$ cat config.mk
export PLATFORM = sky130hd
export DESIGN_NAME = owsx_back
export DESIGN_NICKNAME = d
export VERILOG_FILES = /design/src/sv/owsx_pkg.sv /design/src/sv/owsx_back.sv
export SDC_FILE = /design/constraint.sdc
export NUM_CORES = 1
export LEC_CHECK = 0
export BUFFER_PORTS_ARGS = -buffer_cell sky130_fd_sc_hd__buf_2
export CORE_ASPECT_RATIO = 0.7
export CORE_MARGIN = 2
export CORE_UTILIZATION = 46
export CTS_BUF_LIST = sky130_fd_sc_hd__clkbuf_8
export DETAILED_ROUTE_END_ITERATION = 7
export PLACE_DENSITY = 0.84
export SYNTH_ARGS = -nofsm -noshare
export SYNTH_HDL_FRONTEND = slang
export SYNTH_SLANG_ARGS = --single-unit
$ cat constraint.sdc
create_clock -name clk -period 7.7 [get_ports clk]
set_clock_uncertainty 0.1 [all_clocks]
set_input_delay 0.77 -clock clk [delete_from_list [all_inputs] [get_ports clk]]
set_output_delay 0.77 -clock clk [all_outputs]
set_load 0.005 [all_outputs]
$ cat src/sv/owsx_pkg.sv
// ----------------------------------------------------------------------------
// owsx_pkg
// Shared types, constants and helpers of the wall segment extractor.
// ----------------------------------------------------------------------------
`default_nettype none

package owsx_pkg;

  localparam int DEFAULT_MAX_COLUMNS = 1024;
  localparam int DEFAULT_MAX_ROWS    = 1024;

  // Register and coordinate widths are fixed by the external format.
  localparam int CFG_W      = 11;
  localparam int CFG_IDX_W  = 2;
  localparam int COORD_W    = 11;
  localparam int CELL_W     = 8;
  localparam int KIND_W     = 2;
  localparam int GRID_RESET = 1024;

  localparam logic [CFG_IDX_W-1:0] CFG_COLUMNS   = 2'd0;
  localparam logic [CFG_IDX_W-1:0] CFG_ROWS      = 2'd1;
  localparam logic [CFG_IDX_W-1:0] CFG_EDGE_MODE = 2'd2;

  localparam logic [KIND_W-1:0] KIND_HORIZONTAL = 2'd0;
  localparam logic [KIND_W-1:0] KIND_VERTICAL   = 2'd1;
  localparam logic [KIND_W-1:0] KIND_BOX        = 2'd2;

  localparam logic signed [CELL_W-1:0] OCCUPIED_CODE = 8'sd100;
  localparam logic signed [CELL_W-1:0] UNKNOWN_CODE  = -8'sd1;

  // Result queue between the front and the back; a power of two.
  localparam int FIFO_DEPTH = 4;
  localparam int PTR_W      = $clog2(FIFO_DEPTH);
  localparam int LVL_W      = $clog2(FIFO_DEPTH + 1);

  typedef struct packed {
    logic [KIND_W-1:0]  kind;
    logic [COORD_W-1:0] sx;
    logic [COORD_W-1:0] sy;
    logic [COORD_W-1:0] ex;
    logic [COORD_W-1:0] ey;
  } res_t;

  // All results caused by one cell; r1 is used only when two is set.
  typedef struct packed {
    logic two;
    res_t r1;
    res_t r0;
  } pair_t;

  // A size register of zero acts as one, and values above the limit saturate.
  function automatic logic [CFG_W-1:0] clamp_size(input logic [CFG_W-1:0] v,
                                                   input int unsigned maxv);
    logic [CFG_W-1:0] r;
    if (v == '0) begin
      r = CFG_W'(1);
    end else if (32'(v) > maxv) begin
      r = CFG_W'(maxv);
    end else begin
      r = v;
    end
    return r;
  endfunction

endpackage

`default_nettype wire

$ cat src/sv/owsx_back.sv
// ----------------------------------------------------------------------------
// owsx_back
// Output register; splits each queue entry into one or two result items.
// ----------------------------------------------------------------------------
`default_nettype none

module owsx_back
  import owsx_pkg::*;
(
  input  logic  clk,
  input  logic  rst,
  input  pair_t head,
  input  logic  head_valid,
  output logic  pop,
  input  logic  out_ready,
  output logic  out_valid,
  output res_t  out_res,
  output logic  out_last
);

  logic take;
  logic sel;

  assign take = !out_valid || out_ready;
  assign pop  = take && head_valid && (sel || !head.two);

  always_ff @(posedge clk) begin
    if (rst) begin
      out_valid <= 1'b0;
      sel       <= 1'b0;
    end else if (take) begin
      out_valid <= head_valid;
      if (head_valid) begin
        sel <= !sel && head.two;
      end
    end
  end

  always_ff @(posedge clk) begin
    if (take && head_valid) begin
      out_res  <= sel ? head.r1 : head.r0;
      out_last <= sel || !head.two;
    end
  end

  a_second_needs_pair: assert property (@(posedge clk) disable iff (rst)
    sel |-> head_valid && head.two)
    else $error("second result selected without a two-result entry");

endmodule

`default_nettype wire

# Word level (Yosys, flattened, before mapping)
# Cells that the tools add are included.
# totals
regBits,49
inputBits,97
out_inout_bits,49
elab_cells,18
# op_classes
n_mux,1
n_reduce_logical,9
# ops
op,count
$mux 46,1
$logic_and 1x1->1,3
$logic_not 1->1,3
$logic_or 1x1->1,2
$reduce_and 2->1,1

# Logic depth before layout (Yosys ltp)
# logic_depth
depth_word,4
mapped_depth,4
mapped_depth_nobuf,3

# Least setup slack after synthesis
# OpenSTA, ideal clock, no wires.
# synth_path
path_type,input to register
from,in head_valid
to,"reg out_last, enable pin"
setup_time_ps,452
t_arrival_ps,2815
t_required_ps,7148
slack_ps,4334
path_stages,2
n_path_buf,0
path_cell_list,inv_1 > nor2_1
# synth_between
elab_chain_len,1
# synth_rtl
element,line_no,text
start: declaration,owsx_back.sv:13,"input logic head_valid,"
$logic_and 1x1->1,owsx_back.sv:40,if (take && head_valid) begin
end signal: assignment,owsx_back.sv:42,out_last <= sel || !head.two;
end: declaration,owsx_back.sv:18,output logic out_last
# No other way between the ends.
# A chain may end at the register's enable or synchronous reset.

# Worst setup path in the final report
# layout_path
from,in out_ready
to,out pop
# layout_between
elab_chain_len,3
# layout_rtl
element,line_no,text
start: declaration,owsx_back.sv:15,"input logic out_ready,"
$logic_or 1x1->1,owsx_back.sv:24,assign take = !out_valid || out_ready;
$logic_and 1x1->1 (2 in a row),owsx_back.sv:25,assign pop = take && head_valid && (sel || !head.two);
end: declaration,owsx_back.sv:14,"output logic pop,"
# No other way between the ends.

==> impl_metrics.json <==
{
  "start_util": 0.486,
  "vias": 1463,
  "drive_gt1_frac": 0.774,
  "cpMaxStageDelayCell": "nor2b_1",
  "syn_inst": 111,
  "num_io_pins": 146,
  "cts_setup_buffers": 0,
  "place_hpwl_um": 3320,
  "layout_setup_ws_ps": 5450,
  "setup-tns-final_ps": 0,
  "drtIter0Drc": 34,
  "synthesis.area_sq_um": 2140,
  "post-place-ws_ps": 5460,
  "grt_use_total": 0.158,
  "synthFlopType": "edfxtp_1",
  "ctsHoldBuffers": 0,
  "maxCapViolCount": 0,
  "cts.sinks": 49,
  "timing.slew.headroom": 0.574,
  "place_congestion": 0.700,
  "synth_seq_cells": 49,
  "worstHoldStart": "out_valid",
  "synth_nets": 208,
  "first_global_vias": 1376,
  "drv_slew": 0,
  "start_kind": "primary input",
  "cts_max_level": 2,
  "yosys_warnings": 0,
  "cts_tree": "done",
  "synth_area_leader_cell": "edfxtp_1",
  "clk_pin_slew_worst_paths_ps": 80,
  "reg2reg_depth": 2,
  "grt_pass1_wl_um": 5980,
  "routed_wl_um": 4230,
  "yosys.cell_count.top_type": "edfxtp_1",
  "tightestPinTransition_ps": 639,
  "power_leakage_nw": 1.36,
  "post_drt_wl_per_cell_um": 13.4,
  "cpMostUsedCell": "buf_2",
  "status": "finished, final reports clean",
  "synth_edf_count": 47,
  "syn2layout_area_growth_pct": 41.3,
  "hold_class": "register to register",
  "syn_avg_cell_area_sq_um": 19.3,
  "cpPeakStageDelay_ps": 280,
  "ys_async_sr_fraction": 0,
  "die_area_sq_um": 5220,
  "reg2reg_to": "out_res[20]",
  "fmax_mhz": 444,
  "multi_input_area_sq_um": 644,
  "synth_common_cells": "47 x edfxtp_1, 27 x mux2_2, 19 x mux2_4",
  "crit_arrival_ps": 1380,
  "drt.antenna.violating_nets": 0,
  "timing.rr.start": "sel",
  "synth_top_area_frac": 0.660,
  "grt_overflow_total": 0,
  "hold_viol": 0,
  "numPortBuffers": 145,
  "cp-startpoint": "out_ready",
  "crit_chain": "buf_2 > nor2b_1 > nor3_1 > buf_2",
  "crit_path_end_kind": "output port",
  "dr.pass1.iters": 4,
  "ff_latch_area_sq_um": 1450,
  "path_class": "primary input to output port",
  "setup_viol": 0,
  "design_area_sq_um": 3020,
  "viasPerCell": 4.63,
  "min_path_cells": 2,
  "cp_max_fo": 3,
  "cts_max_path_buffers": 2,
  "fin_nets": 357,
  "die_h_um": 61.1,
  "coreArea_sq_um": 4400,
  "fill_cells": 331,
  "cts_resized": 0,
  "rows": 20,
  "r2r_slack_ps": 6060,
  "crit_required_ps": 6830,
  "rsz0062_at_grt": "false",
  "fin_crit_sh": 0.292,
  "clockRootBuffer": "clkbuf_8",
  "period_minus_slack_ps": 2250,
  "synth-seq-area-share": 0.678,
  "clk_latency_ps": 290,
  "grt_max_degree": 48,
  "route.detailed.drc": 0,
  "min_to": "out_valid",
  "antenna_cells": 0,
  "cts_buffers": 5,
  "grt_antenna_before_repair": 0,
  "die-width_um": 85.5,
  "ys_types": 14,
  "synth.area.top_cells": "edfxtp_1 66%, mux2_2 14%, mux2_4 13%",
  "worst_ir_drop_vdd_v": 0.000112,
  "place_area_sq_um": 2910,
  "power_density_nw_per_um2": 192
}
-- metal layers --
metal	GRT usage	part of all wire	wire, um	vias to the layer above
met5	0	0	0	-
met4	0.0680	0.011	45	0
met3	0.0724	0.13	529	5
met2	0.282	0.48	2030	93
met1	0.166	0.38	1620	644
li1	-	-	-	721
-- placed cells by master, fill, tap and decap left out --
cell / n
mux2_4: 19
o21ai_1: 1
buf_4: 2
clkbuf_8: 5
bufinv_16: 1
nor3_1: 1
clkinv_1: 1
nor2_4: 1
dfxtp_2: 1
a21oi_1: 2
edfxtp_1: 47
nand3_1: 1
nand2b_1: 1
buf_2: 145
clkinvlp_4: 1
nor2b_1: 2
inv_1: 2
dfxtp_1: 1
mux2_2: 27
-- flip-flops by register name, summed over array words and instances, names as in the netlist --
name	count
out_res	46
sel	1
out_last	1
out_valid	1
-- kinds of logic (layout without fill, tap and decap cells) --
family	count (synthesis)	after routing	share of synthesized area
AOI/OAI and AO/OA	3	3	0.00702
and+or+nand+nor	6	6	0.0152
buffers and inverters	7	157	0.0240
muxes	46	46	0.275
DFF	49	49	0.678
-- per-stage QoR --
stage	instances	utilization	hold WS, ps	power, W
2_1_floorplan	111	-	392	0.000368
3_3_place_gp	308	0.662	412	0.000411
3_5_place_dp	308	0.662	414	0.000415
4_1_cts	316	0.687	431	0.000588
5_1_grt	316	0.687	452	0.000607
6_report	316	0.687	439	0.000582
-- power breakdown --
part           switching, W  internal, W
Sequential       0.00000453     0.000315
Clock             0.0000794    0.0000955
Combinational     0.0000342    0.0000526
-- worst max-delay path by stage --
stage               end  cells after the start
2_1_floorplan  out_last                      2
6_report            pop                      4
5_1_grt             pop                      4
3_3_place_gp        pop                      4
4_1_cts             pop                      4
3_5_place_dp        pop                      4
-- critical path, delay by kind of cell --
kind	cells	cell delay (ps)
AND/OR/NAND/NOR	2	370
buffers and inverters	2	240
-- layout make-up --
class	count	share of cell area
clock buffers	5	0.0228
clock inverters	3	0.0137
inverters	2	0.00248
multi-input cells	55	0.213
flip-flops and latches	49	0.480
well taps	55	0.0228
repair buffers	147	0.245
Power figures use the tool's default switching activity.
