===== src/sv/owsx_pkg.sv =====
// ----------------------------------------------------------------------------
// owsx_pkg
// Shared types, constants and helpers of the wall segment extractor.
// ----------------------------------------------------------------------------
`default_nettype none

package owsx_pkg;

  localparam int DEFAULT_MAX_COLUMNS = 1024;
  localparam int DEFAULT_MAX_ROWS    = 1024;

  // Register and coordinate widths are fixed by the external format.
  localparam int CFG_W      = 11;
  localparam int CFG_IDX_W  = 2;
  localparam int COORD_W    = 11;
  localparam int CELL_W     = 8;
  localparam int KIND_W     = 2;
  localparam int GRID_RESET = 1024;

  localparam logic [CFG_IDX_W-1:0] CFG_COLUMNS   = 2'd0;
  localparam logic [CFG_IDX_W-1:0] CFG_ROWS      = 2'd1;
  localparam logic [CFG_IDX_W-1:0] CFG_EDGE_MODE = 2'd2;

  localparam logic [KIND_W-1:0] KIND_HORIZONTAL = 2'd0;
  localparam logic [KIND_W-1:0] KIND_VERTICAL   = 2'd1;
  localparam logic [KIND_W-1:0] KIND_BOX        = 2'd2;

  localparam logic signed [CELL_W-1:0] OCCUPIED_CODE = 8'sd100;
  localparam logic signed [CELL_W-1:0] UNKNOWN_CODE  = -8'sd1;

  // Result queue between the front and the back; a power of two.
  localparam int FIFO_DEPTH = 4;
  localparam int PTR_W      = $clog2(FIFO_DEPTH);
  localparam int LVL_W      = $clog2(FIFO_DEPTH + 1);

  typedef struct packed {
    logic [KIND_W-1:0]  kind;
    logic [COORD_W-1:0] sx;
    logic [COORD_W-1:0] sy;
    logic [COORD_W-1:0] ex;
    logic [COORD_W-1:0] ey;
  } res_t;

  // All results caused by one cell; r1 is used only when two is set.
  typedef struct packed {
    logic two;
    res_t r1;
    res_t r0;
  } pair_t;

  // A size register of zero acts as one, and values above the limit saturate.
  function automatic logic [CFG_W-1:0] clamp_size(input logic [CFG_W-1:0] v,
                                                   input int unsigned maxv);
    logic [CFG_W-1:0] r;
    if (v == '0) begin
      r = CFG_W'(1);
    end else if (32'(v) > maxv) begin
      r = CFG_W'(maxv);
    end else begin
      r = v;
    end
    return r;
  endfunction

endpackage

`default_nettype wire


===== src/sv/owsx_fifo.sv =====
// ----------------------------------------------------------------------------
// owsx_fifo
// Short queue of per-cell result entries between the front and the back.
// ----------------------------------------------------------------------------
`default_nettype none

module owsx_fifo
  import owsx_pkg::*;
(
  input  logic             clk,
  input  logic             rst,
  input  logic             push,
  input  pair_t            push_data,
  input  logic             pop,
  output pair_t            head,
  output logic             head_valid,
  output logic [LVL_W-1:0] level
);

  pair_t            entries [FIFO_DEPTH];
  logic [PTR_W-1:0] wr_ptr;
  logic [PTR_W-1:0] rd_ptr;
  logic [LVL_W-1:0] count;

  always_ff @(posedge clk) begin
    if (rst) begin
      wr_ptr <= '0;
      rd_ptr <= '0;
      count  <= '0;
    end else begin
      if (push) begin
        wr_ptr <= wr_ptr + PTR_W'(1);
      end
      if (pop) begin
        rd_ptr <= rd_ptr + PTR_W'(1);
      end
      if (push && !pop) begin
        count <= count + LVL_W'(1);
      end else if (pop && !push) begin
        count <= count - LVL_W'(1);
      end
    end
  end

  always_ff @(posedge clk) begin
    if (push) begin
      entries[wr_ptr] <= push_data;
    end
  end

  assign head       = entries[rd_ptr];
  assign head_valid = (count != '0);
  assign level      = count;

  a_no_overflow: assert property (@(posedge clk) disable iff (rst)
    push && !pop |-> 32'(count) < FIFO_DEPTH)
    else $error("result queue overflow");

endmodule

`default_nettype wire


===== config.mk =====
export PLATFORM = sky130hd
export DESIGN_NAME = owsx_fifo
export DESIGN_NICKNAME = d
export VERILOG_FILES = /design/src/sv/owsx_pkg.sv /design/src/sv/owsx_fifo.sv
export SDC_FILE = /design/constraint.sdc
export NUM_CORES = 1
export LEC_CHECK = 0
export BUFFER_PORTS_ARGS = -buffer_cell sky130_fd_sc_hd__buf_2
export CAP_MARGIN = 20
export CORE_MARGIN = 2
export CORE_UTILIZATION = 64
export CTS_BUF_LIST = sky130_fd_sc_hd__clkbuf_4
export DETAILED_ROUTE_END_ITERATION = 8
export PLACE_DENSITY = 0.95
export SLEW_MARGIN = 20
export SYNTH_ARGS = -nofsm -noshare
export SYNTH_HDL_FRONTEND = slang
export SYNTH_SLANG_ARGS = --single-unit

===== constraint.sdc =====
create_clock -name clk -period 10 [get_ports clk]
set_input_delay 2 -clock clk [delete_from_list [all_inputs] [get_ports clk]]
set_output_delay 2 -clock clk [all_outputs]
set_load 0.005 [all_outputs]

# ---- Word level (Yosys, flattened, before mapping)
# Memory sizes are Yosys's and may differ from the RTL's. A register that Yosys moved wholly into a read port is not among the register bits.
# Index checks and enable logic that the tools add are counted.
dict set report op_classes {
  addsub 4
  mux 6
  reduce_logical 6
}
# cell count
set ops {}
lappend ops {{two-way mux 3 bit} 2}
lappend ops {{adder 2 x 1 -> 2 bit (second input constant)} 2}
lappend ops {{two-way mux 2 bit} 2}
lappend ops {{adder 3 x 1 -> 3 bit (second input constant)} 1}
lappend ops {{nonzero test 3 bit} 1}
lappend ops {{subtractor 3 x 1 -> 3 bit (second input constant)} 1}
lappend ops {{logical AND 1 bit} 2}
lappend ops {{zero test 1 bit} 2}
lappend ops {{two-way mux 1 bit} 2}
lappend ops {{nonzero test 2 bit} 1}
dict set report totals {
  register_bits 7
  ram_bits 372
  input_bits 97
  output_inout_bits 97
  memories 1
}
# name depth word_bits read_ports rd_clocked_by_memory_dff wr line
set mem_list {}
lappend mem_list {entries 4 93 1 1 1 owsx_fifo.sv:20} ;# pair_t entries [FIFO_DEPTH];

# ---- Longest topological paths before layout
# Gate-level depths: netlist (run 1).
dict set report logic_depth {
  depth_word 4
  ltp_mapped 7
}

# ---- Worst setup path after synthesis (run 1)
# No wires, ideal clock.
dict set report synth_timing {
  path_type {input -> register}
  start {input push}
  end {memory entries[0][0] (netlist bit) (enable)}
  arrival_time_ns 4.153
  slack_ns 5.385
  path_stages 1
  path_buffers 0
  cell_sequence {and2_1}
}
dict set report synth_between {
  elab_chain_len 2
}
# item line
set synth_rtl {}
lappend synth_rtl {{start: declaration} owsx_fifo.sv:12} ;# input logic push,
lappend synth_rtl {{two-way mux 1 bit} owsx_fifo.sv:46} ;# if (push) begin
lappend synth_rtl {{two-way mux 1 bit (not written as such)} owsx_fifo.sv:47} ;# entries[wr_ptr] <= push_data;
lappend synth_rtl {{end: declaration} owsx_fifo.sv:20}
# Every way passes these cells.

==> out/results.ini, run 1 <==
[clock_network]
htree_num_levels=3
cts_inserted_buffers=90
clk-insertion-delay-late_ns=0.66
cts_root_buf=clkbuf_4
number_of_setup_buffers_added_after_cts=0
clk_transition_reported_paths_ns=0.06
tritoncts=yes
cts.sinks=381
cts.path.max_buffers=3
cts-resized-gates=0
hold_buffers=0

[routing]
route.detailed.drc=0
totalWireLength_mm=25.4
avgViaCountPerCell=5.70
route.vias.total=6566
routedWlPerCell_um=22.0
drtPass1Iterations=6
antenna_left=0
drt_first_iter_violations=327

[place]
place_hpwl_mm=15.7
routabilityCongestion=0.763
numPortBuffers=193
total_cell_area_at_the_placement_stage_mm2=0.0151

[finish]
total_non_filler_cell_area_in_the_finished_layout_mm2=0.0163
final_layout_size_suffix_gt1_share_pct=50.9
nets=901
layout.cells.most_common=edfxtp_1
layout.filler_cells=1072
area.growth.synth_to_final_pct=17.6
final_cell_mix=372 x edfxtp_1, 193 x buf_2, 140 x clkbuf_4

[pwr]
vdd_drop_max_mv=0.136
power.share.combinational_pct=8.4
power.leakage_nw=5.65
switching_power_mw=0.741
p_seq_share_pct=54.8
p_int_mw=2.67
power.share.switching_pct=21.7
clock_power_share_pct=36.8
power_dens_cells_mw_per_mm2=210

[synth]
postSynthCellCount=528
synth_enable_flop_cells=372
synth_area_mm2=0.0138
synthFlopType=edfxtp_1
synthArstFlopShare_pct=0
synth_seq_area_share_pct=82.0
yosys_register_bits=381
yosys_warnings=0
post_syn_area_per_cell_um2=26.2
syn_nets=631
yosysUniqueCellTypes=19

[die]
initial_utilization_pct=65.4
io_pins=194
fp.dieW_um=151
die_height_um=151
total_core_area_mm2=0.0212
die-area_mm2=0.0228
std_cell_rows=53

[setup_path]
crit_chain=buf_4, mux4_2, buf_2
worst_path_dominant_cell_family=buffers and inverters
path_buf_inv=2
rr_startpoint=wr_ptr[0]$_SDFFE_PP0P_
critical_path.endpoint_type=output pin
start_kind=flip-flop
crit_type=reg2out
worst_path_max_delay_cell=dfxtp_4
critPathMaxFanout=50
required_ns=8.00
critical_path_arrival_ns=3.33
critical-path-max-stage-delay_ns=0.89

[job]
maxCapViolCount=0

[global_routing]
grt_total_usage_pct=22.9
number_of_global_route_vias_before_repair=7156
grt-ovfl-total=0
wire_length_of_the_first_global_routing_pass_mm=38.3
grt_max_degree=52
antenna_found_initial=3

[sta]
max_freq_mhz=188
tns_ns=0
timing_max_transition_violations_final=0
final_period_minus_worst_setup_slack_ns=5.33
slew-limit-headroom_pct=34.8
worst_pin_slew_ns=0.978
setup_viol=0
unrepaired_setup_endpoints_after_global_routing=false
finClkSkew_ns=0.0157
final.period_utilization_pct=53.3
report.final.hold_viol_count=0

[hold_path]
min-delay-start=level[2]$_SDFFE_PP0P_
class_of_the_tightest_hold_or_removal_check=reg2reg

[run_status]
result_of_the_run=finished, final reports clean

state kept, by name, summed over array words and instances, names as in the netlist, named ones only:
name,count
entries,372
level,3
rd_ptr,2
wr_ptr,2
power groups by stage:
stage	Sequential (mW)	Clock [mW]	Combinational, mW
2_1_floorplan	1.89	0	0.178
3_3_place_gp	1.90	0	0.277
3_5_place_dp	1.91	0	0.291
4_1_cts	1.87	1.29	0.293
5_1_grt	1.88	1.37	0.312
6_report	1.87	1.26	0.286
per-layer routing:
layer / up-vias / global-route usage (%) / routed length (um)
met3: 45 / 7.05 / 1900
li1: 2891 / - / -
met4: 4 / 9.95 / 599
met1: 3347 / 28.3 / 9390
met5: - / 0 / 23
met2: 279 / 38.1 / 13400
cell usage after synthesis, types with 2 or more instances:
cell type / number / area share, %
edfxtp_1: 372 / 81
and2_1: 4 / 0.18
dfxtp_1: 9 / 1.3
buf_6: 8 / 0.65
nor2_1: 7 / 0.19
buf_2: 8 / 0.29
ha_1: 5 / 0.45
xor2_1: 3 / 0.19
or3_1: 2 / 0.090
buf_4: 2 / 0.11
inv_1: 4 / 0.11
xnor2_1: 2 / 0.13
mux4_2: 93 / 15
mux2i_1: 2 / 0.14
clkbuf_1: 3 / 0.081
layout make-up:
type	instances	area, um2	share of cell area, %
clock inverter	28	165	1.01
multi-input combinational	122	2330	14.3
clock buffer	140	1050	6.46
timing repair buffer	199	1010	6.21
sequential	381	11400	69.8
antenna	3	7.51	0.0461
tap	275	344	2.11
inverter	4	15.0	0.0922
path summary, 6_finish.rpt:
| path | depth (start not counted) | endpoint | slack, ns |
|---|---|---|---|
| setup reg to reg | 3 | entries[3][64]$_DFFE_PP_ | 7.62 |
| setup / recovery | 3 | head[34] | 4.67 |
| hold reg to reg | 2 | level[2]$_SDFFE_PP0P_ | 0.52 |
| hold / removal | 2 | level[2]$_SDFFE_PP0P_ | 0.52 |
tightest hold or removal path, cell delays in order (launching register included):
cell     delay, ns
dfxtp_1       0.33
o21ai_0       0.08
a21oi_1       0.06
cell families (layout without fill, tap and decap cells):
| kind of cell | Yosys count | after routing | share of synthesized area, % |
|---|---|---|---|
| other cells | 0 | 3 | 0 |
| simple gates | 14 | 14 | 0.488 |
| buf+inv | 25 | 371 | 1.24 |
| flops | 381 | 381 | 82.0 |
| mux | 95 | 95 | 15.3 |
| fa+ha+maj | 6 | 6 | 0.597 |
| compound gates | 2 | 2 | 0.0723 |
| xor+xnor | 5 | 5 | 0.316 |
through the flow:
| step | setup slack [ns] | utilization (%) | total power, mW | cells | hold WS [ns] |
|---|---|---|---|---|---|
| 3_3_place_gp | 5.31 | 71.2 | 2.17 | 981 | 0.477 |
| 5_1_grt | 4.33 | 77.0 | 3.56 | 1151 | 0.550 |
| 6_report | 4.67 | 77.0 | 3.41 | 1152 | 0.524 |
| 2_1_floorplan | 5.39 | - | 2.06 | 528 | 0.482 |
| 3_5_place_dp | 5.26 | 71.2 | 2.20 | 981 | 0.512 |
| 4_1_cts | 4.52 | 76.9 | 3.45 | 1149 | 0.523 |
No activity file was read; power rests on OpenSTA's default activity.
==> run 2: changes to the inputs <==
Settings changed: ABC_AREA set to 1, CORE_UTILIZATION 64 to 59, PLACE_DENSITY 0.95 to 0.9.
Clock period 10 ns to 5.5 ns, I/O delays scaled along.
==> out/results.ini, run 2 <==
[run_status]
result_of_the_run=finished, final reports clean

[setup_path]
setup.reg_to_reg.worst_slack_ns=3.15
critical_path_arrival_ns=2.93
critical_path.endpoint_type=output pin
start_kind=flip-flop
critPathMaxFanout=74
crit_type=reg2out
required_ns=4.40

[clock_network]
cts.path.max_buffers=3
cts_inserted_buffers=91
clk_transition_reported_paths_ns=0.07
cts_root_buf=clkbuf_4
hold_buffers=0
cts-resized-gates=0
tritoncts=yes
cts.sinks=381
htree_num_levels=3
number_of_setup_buffers_added_after_cts=0
clk-insertion-delay-late_ns=0.68

[global_routing]
number_of_global_route_vias_before_repair=9366
antenna_found_initial=6
grt_max_degree=115
grt_total_usage_pct=23.5
wire_length_of_the_first_global_routing_pass_mm=46.7
grt-ovfl-total=0

[place]
place_ws_ns=1.77
place_hpwl_mm=16.4
numPortBuffers=193
routabilityCongestion=0.737

[finish]
final_cell_mix=372 x edfxtp_1, 193 x nor2_1, 193 x buf_2
largest_register=entries
number_of_flip_flops_in_the_largest_register=372
final_layout_size_suffix_gt1_share_pct=28.2
area.growth.synth_to_final_pct=16.6
layout.cells.most_common=edfxtp_1
nets=1299

[sta]
setup_viol=0
final.period_utilization_pct=73.2
worst_pin_slew_ns=1.04
tns_ns=0
report.final.hold_viol_count=0
timing.final.ws_setup_ns=1.47
slew-limit-headroom_pct=30.9
timing_max_transition_violations_final=0
max_freq_mhz=248
finClkSkew_ns=0.0444
final_period_minus_worst_setup_slack_ns=4.03
unrepaired_setup_endpoints_after_global_routing=false

[pwr]
switching_power_mw=1.41
p_seq_share_pct=54.9
power_dens_cells_mw_per_mm2=370
power.share.switching_pct=23.0
p_int_mw=4.71
power.share.combinational_pct=8.5
vdd_drop_max_mv=0.307
power.leakage_nw=5.94
total_power_mw=6.13
clock_power_share_pct=36.6

[synth]
synth_largest_area_cell=edfxtp_1
synth_enable_flop_cells=372
post-synth-top-count-cell=edfxtp_1
postSynthCellCount=957
synthArstFlopShare_pct=0
synthFlopType=edfxtp_1
post_syn_area_per_cell_um2=14.8
synth_seq_area_share_pct=80.0
synthDominantCellAreaShare_pct=78.7
yosysUniqueCellTypes=20
synth_area_mm2=0.0142
synth_common_cells=372 x edfxtp_1, 193 x nor2_1, 141 x o21ai_0
synth_top_cells_by_area=edfxtp_1 79%, nor2_1 5.1%, o21ai_0 5.0%, o22ai_1 4.1%, o21ai_1 1.8%
syn_nets=1060
yosys_register_bits=381
yosys_warnings=0

[routing]
drt_first_iter_violations=792
drtPass1Iterations=5
route.vias.total=8989
avgViaCountPerCell=5.66
totalWireLength_mm=29.6
routedWlPerCell_um=18.7
antenna_left=0
route.detailed.drc=0

[die]
initial_utilization_pct=60.3
io_pins=194
die-area_mm2=0.0253
std_cell_rows=56
total_core_area_mm2=0.0235
die_height_um=159
fp.dieW_um=159

[job]
maxCapViolCount=0

[hold_path]
class_of_the_tightest_hold_or_removal_check=reg2reg

==> run 2: cell count changes after synthesis, moves of 9 or more <==
cell / previous run / this run
mux4_2: 93 / 0
inv_1: 4 / 16
nand2_1: 1 / 10
o21ai_1: 0 / 50
o22ai_1: 0 / 93
clkbuf_1: 3 / 28
nor2_1: 7 / 193
o21ai_0: 1 / 141
==> run 2: layout make-up <==
cell class / count / area [um2]
Antenna cell: 5 / 12.5
Clock buffer: 134 / 1010
Clock inverter: 26 / 159
Fill cell: 1556 / 6990
Inverter: 17 / 78.8
Multi-Input combinational cell: 499 / 2420
Sequential cell: 381 / 11400
Tap cell: 319 / 399
Timing Repair Buffer: 206 / 1120
==> run 2: critical path, stage by stage (launching register included) <==
cell and delay [ns]:
dfxtp_4 0.84, buf_4 0.50, buf_16 0.31, o21ai_0 0.14, o22ai_1 0.21, buf_2 0.16
==> run 2: stage by stage <==
stage	util (%)	hold WS (ns)	cells	instance area (um2)
CTS	70.0	0.464	1580	16500
finish	70.3	0.535	1587	16600
floorplan	-	0.412	957	14200
detailed placement	65.1	0.455	1420	15300
global route	70.3	0.546	1585	16500
global placement	65.0	0.418	1419	15300
==> run 2: kinds of logic (layout without fill, tap and decap cells) <==
logic type	after synthesis	in the layout	share of synthesized area, %
AOI/OAI and AO/OA	287	287	10.9
xor gates and xnor gates	1	1	0.0617
adders and majority gates	6	6	0.582
buffers and inverters	77	383	2.97
DFF	381	381	80.0
other	0	5	0
and+or+nand+nor	205	205	5.45
==> run 2: layer usage <==
metal  share of wire (%)  vias to the layer above  track usage [%]
li1                    -                     4178                -
met3                 9.5                       65             7.06
met5               0.084                        -                0
met1                  39                     4309             28.7
met4                 2.4                        4             10.7
met2                  49                      433             39.1
==> run 2: path summary, 6_finish.rpt <==
| kind | depth (start not counted) | startpoint | end |
|---|---|---|---|
| setup reg to reg | 5 | wr_ptr[1]$_SDFFE_PP0P_ | entries[1][76]$_DFFE_PP_ |
| setup / recovery | 5 | flip-flop | head[38] |
| hold / removal | 1 | rd_ptr[1]$_SDFFE_PP0P_ | flip-flop |
| hold reg to reg | 1 | rd_ptr[1]$_SDFFE_PP0P_ | flip-flop |
==> run 2: power groups by stage <==
stage                     clock network, mW  logic, mW  registers, mW
after floorplan                           0      0.286           3.41
after global routing                   2.44      0.581           3.37
after detailed placement                  0      0.513           3.42
final                                  2.24      0.523           3.36
after global placement                    0      0.489           3.42
after CTS                              2.30      0.517           3.36
==> run 3: changes to the inputs <==
Clock period 5.5 ns to 3.85 ns, I/O delays scaled along.
==> out/results.ini, run 3 (synthesis results as in run 2) <==
[run_status]
result_of_the_run=finished, final reports clean

[pwr]
power_dens_cells_mw_per_mm2=524
p_int_mw=6.63
p_seq_share_pct=55.3
power.share.combinational_pct=8.8
vdd_drop_max_mv=0.401
power.share.switching_pct=23.5
power.leakage_nw=5.92
total_power_mw=8.66
switching_power_mw=2.03
clock_power_share_pct=35.9

[sta]
timing_max_transition_violations_final=0
timing.final.ws_setup_ns=0.476
unrepaired_setup_endpoints_after_global_routing=false
final.period_utilization_pct=87.6
report.final.hold_viol_count=0
whs_ns=0.292
slew-limit-headroom_pct=37.9
setup_viol=0
max_freq_mhz=296
finClkSkew_ns=0.0386
tns_ns=0
worst_pin_slew_ns=0.931
final_period_minus_worst_setup_slack_ns=3.37

[setup_path]
critical_path_arrival_ns=2.60
crit_type=reg2out
required_ns=3.08
critical-path-max-stage-delay_ns=0.65
worst_path_max_delay_cell=dfxtp_2
crit_chain=buf_4, o21ai_0, o22ai_1, buf_2
critPathMaxFanout=48
start_kind=flip-flop
critical_path.endpoint_type=output pin

[clock_network]
cts.path.max_buffers=3
cts_root_buf=clkbuf_4
clk_transition_reported_paths_ns=0.07
clk-insertion-delay-late_ns=0.67
tritoncts=yes
hold_buffers=0
htree_num_levels=3
cts_inserted_buffers=91
cts.sinks=381
number_of_setup_buffers_added_after_cts=0
cts-resized-gates=0

[place]
place_ws_ns=1.22
place_hpwl_mm=16.4
numPortBuffers=193
routabilityCongestion=0.731

[job]
maxCapViolCount=0

[routing]
route.vias.total=9009
drtPass1Iterations=5
totalWireLength_mm=30.1
antenna_left=0
route.detailed.drc=0
routedWlPerCell_um=18.9
drt_first_iter_violations=760
avgViaCountPerCell=5.67

[finish]
layout.filler_cells=1596
layout.cells.most_common=edfxtp_1
nets=1298
finalCoreUtilization_pct=70.3
final_cell_mix=372 x edfxtp_1, 193 x nor2_1, 193 x buf_2
number_of_flip_flops_in_the_largest_register=372
area_used_by_multi_input_combinational_logic_mm2=0.00242
flip_flop_and_latch_area_mm2=0.0114
largest_register=entries
final_layout_size_suffix_gt1_share_pct=28.4
area.growth.synth_to_final_pct=16.6

[die]
total_core_area_mm2=0.0235
std_cell_rows=56
die_height_um=159
fp.dieW_um=159
io_pins=194
initial_utilization_pct=60.3
die-area_mm2=0.0253

[global_routing]
wire_length_of_the_first_global_routing_pass_mm=46.7
grt-ovfl-total=0
number_of_global_route_vias_before_repair=9364
grt_total_usage_pct=23.7
antenna_found_initial=6
grt_max_degree=187

[hold_path]
class_of_the_tightest_hold_or_removal_check=in2reg

run 3: per-stage QoR:
| step | std cells | area [um2] |
|---|---|---|
| after CTS | 1585 | 16500 |
| after detailed placement | 1421 | 15400 |
| final | 1589 | 16500 |
| after global routing | 1588 | 16500 |
| after floorplan | 957 | 14200 |
| after global placement | 1421 | 15400 |
run 3: path summary, 6_finish.rpt:
check | endpoint | slack, ns | startpoint | depth (start not counted)
max | head[58] | 0.48 | flip-flop | 4
min | level[0]$_SDFFE_PP0P_ | 0.29 | rst | 2
max reg2reg | entries[2][50]$_DFFE_PP_ | 1.88 | wr_ptr[0]$_SDFFE_PP0P_ | 5
min reg2reg | flip-flop | 0.45 | rd_ptr[1]$_SDFFE_PP0P_ | 1
run 3: routing by layer:
layer  global-route usage (%)  wire length [um]  up-vias
met5                        0                27        -
met2                     40.8             15300      431
met4                     9.71               697        4
met3                     7.97              3040       62
li1                         -                 -     4155
met1                     27.4             11100     4357
run 3: worst max-delay path: cells and delay by family (launching register included):
| kind | cells | cell delay [ns] |
|---|---|---|
| buffers and inverters | 2 | 0.71 |
| DFF | 1 | 0.65 |
| AOI/OAI and AO/OA | 2 | 0.53 |
run 3: area by class of cell:
type | instances | area share (%)
antenna | 4 | 0.0605
clock inverter | 28 | 0.779
timing repair buffer | 205 | 6.84
sequential | 381 | 68.6
tap | 319 | 2.41
inverter | 17 | 0.477
clock buffer | 136 | 6.17
multi-input combinational | 499 | 14.6
run 3: power by group through the flow:
stage	clock (mW)	combinational, mW	sequential, mW
final	3.11	0.760	4.79
after global routing	3.40	0.837	4.80
after CTS	3.19	0.763	4.79
after detailed placement	0	0.756	4.88
after global placement	0	0.720	4.87
after floorplan	0	0.409	4.87
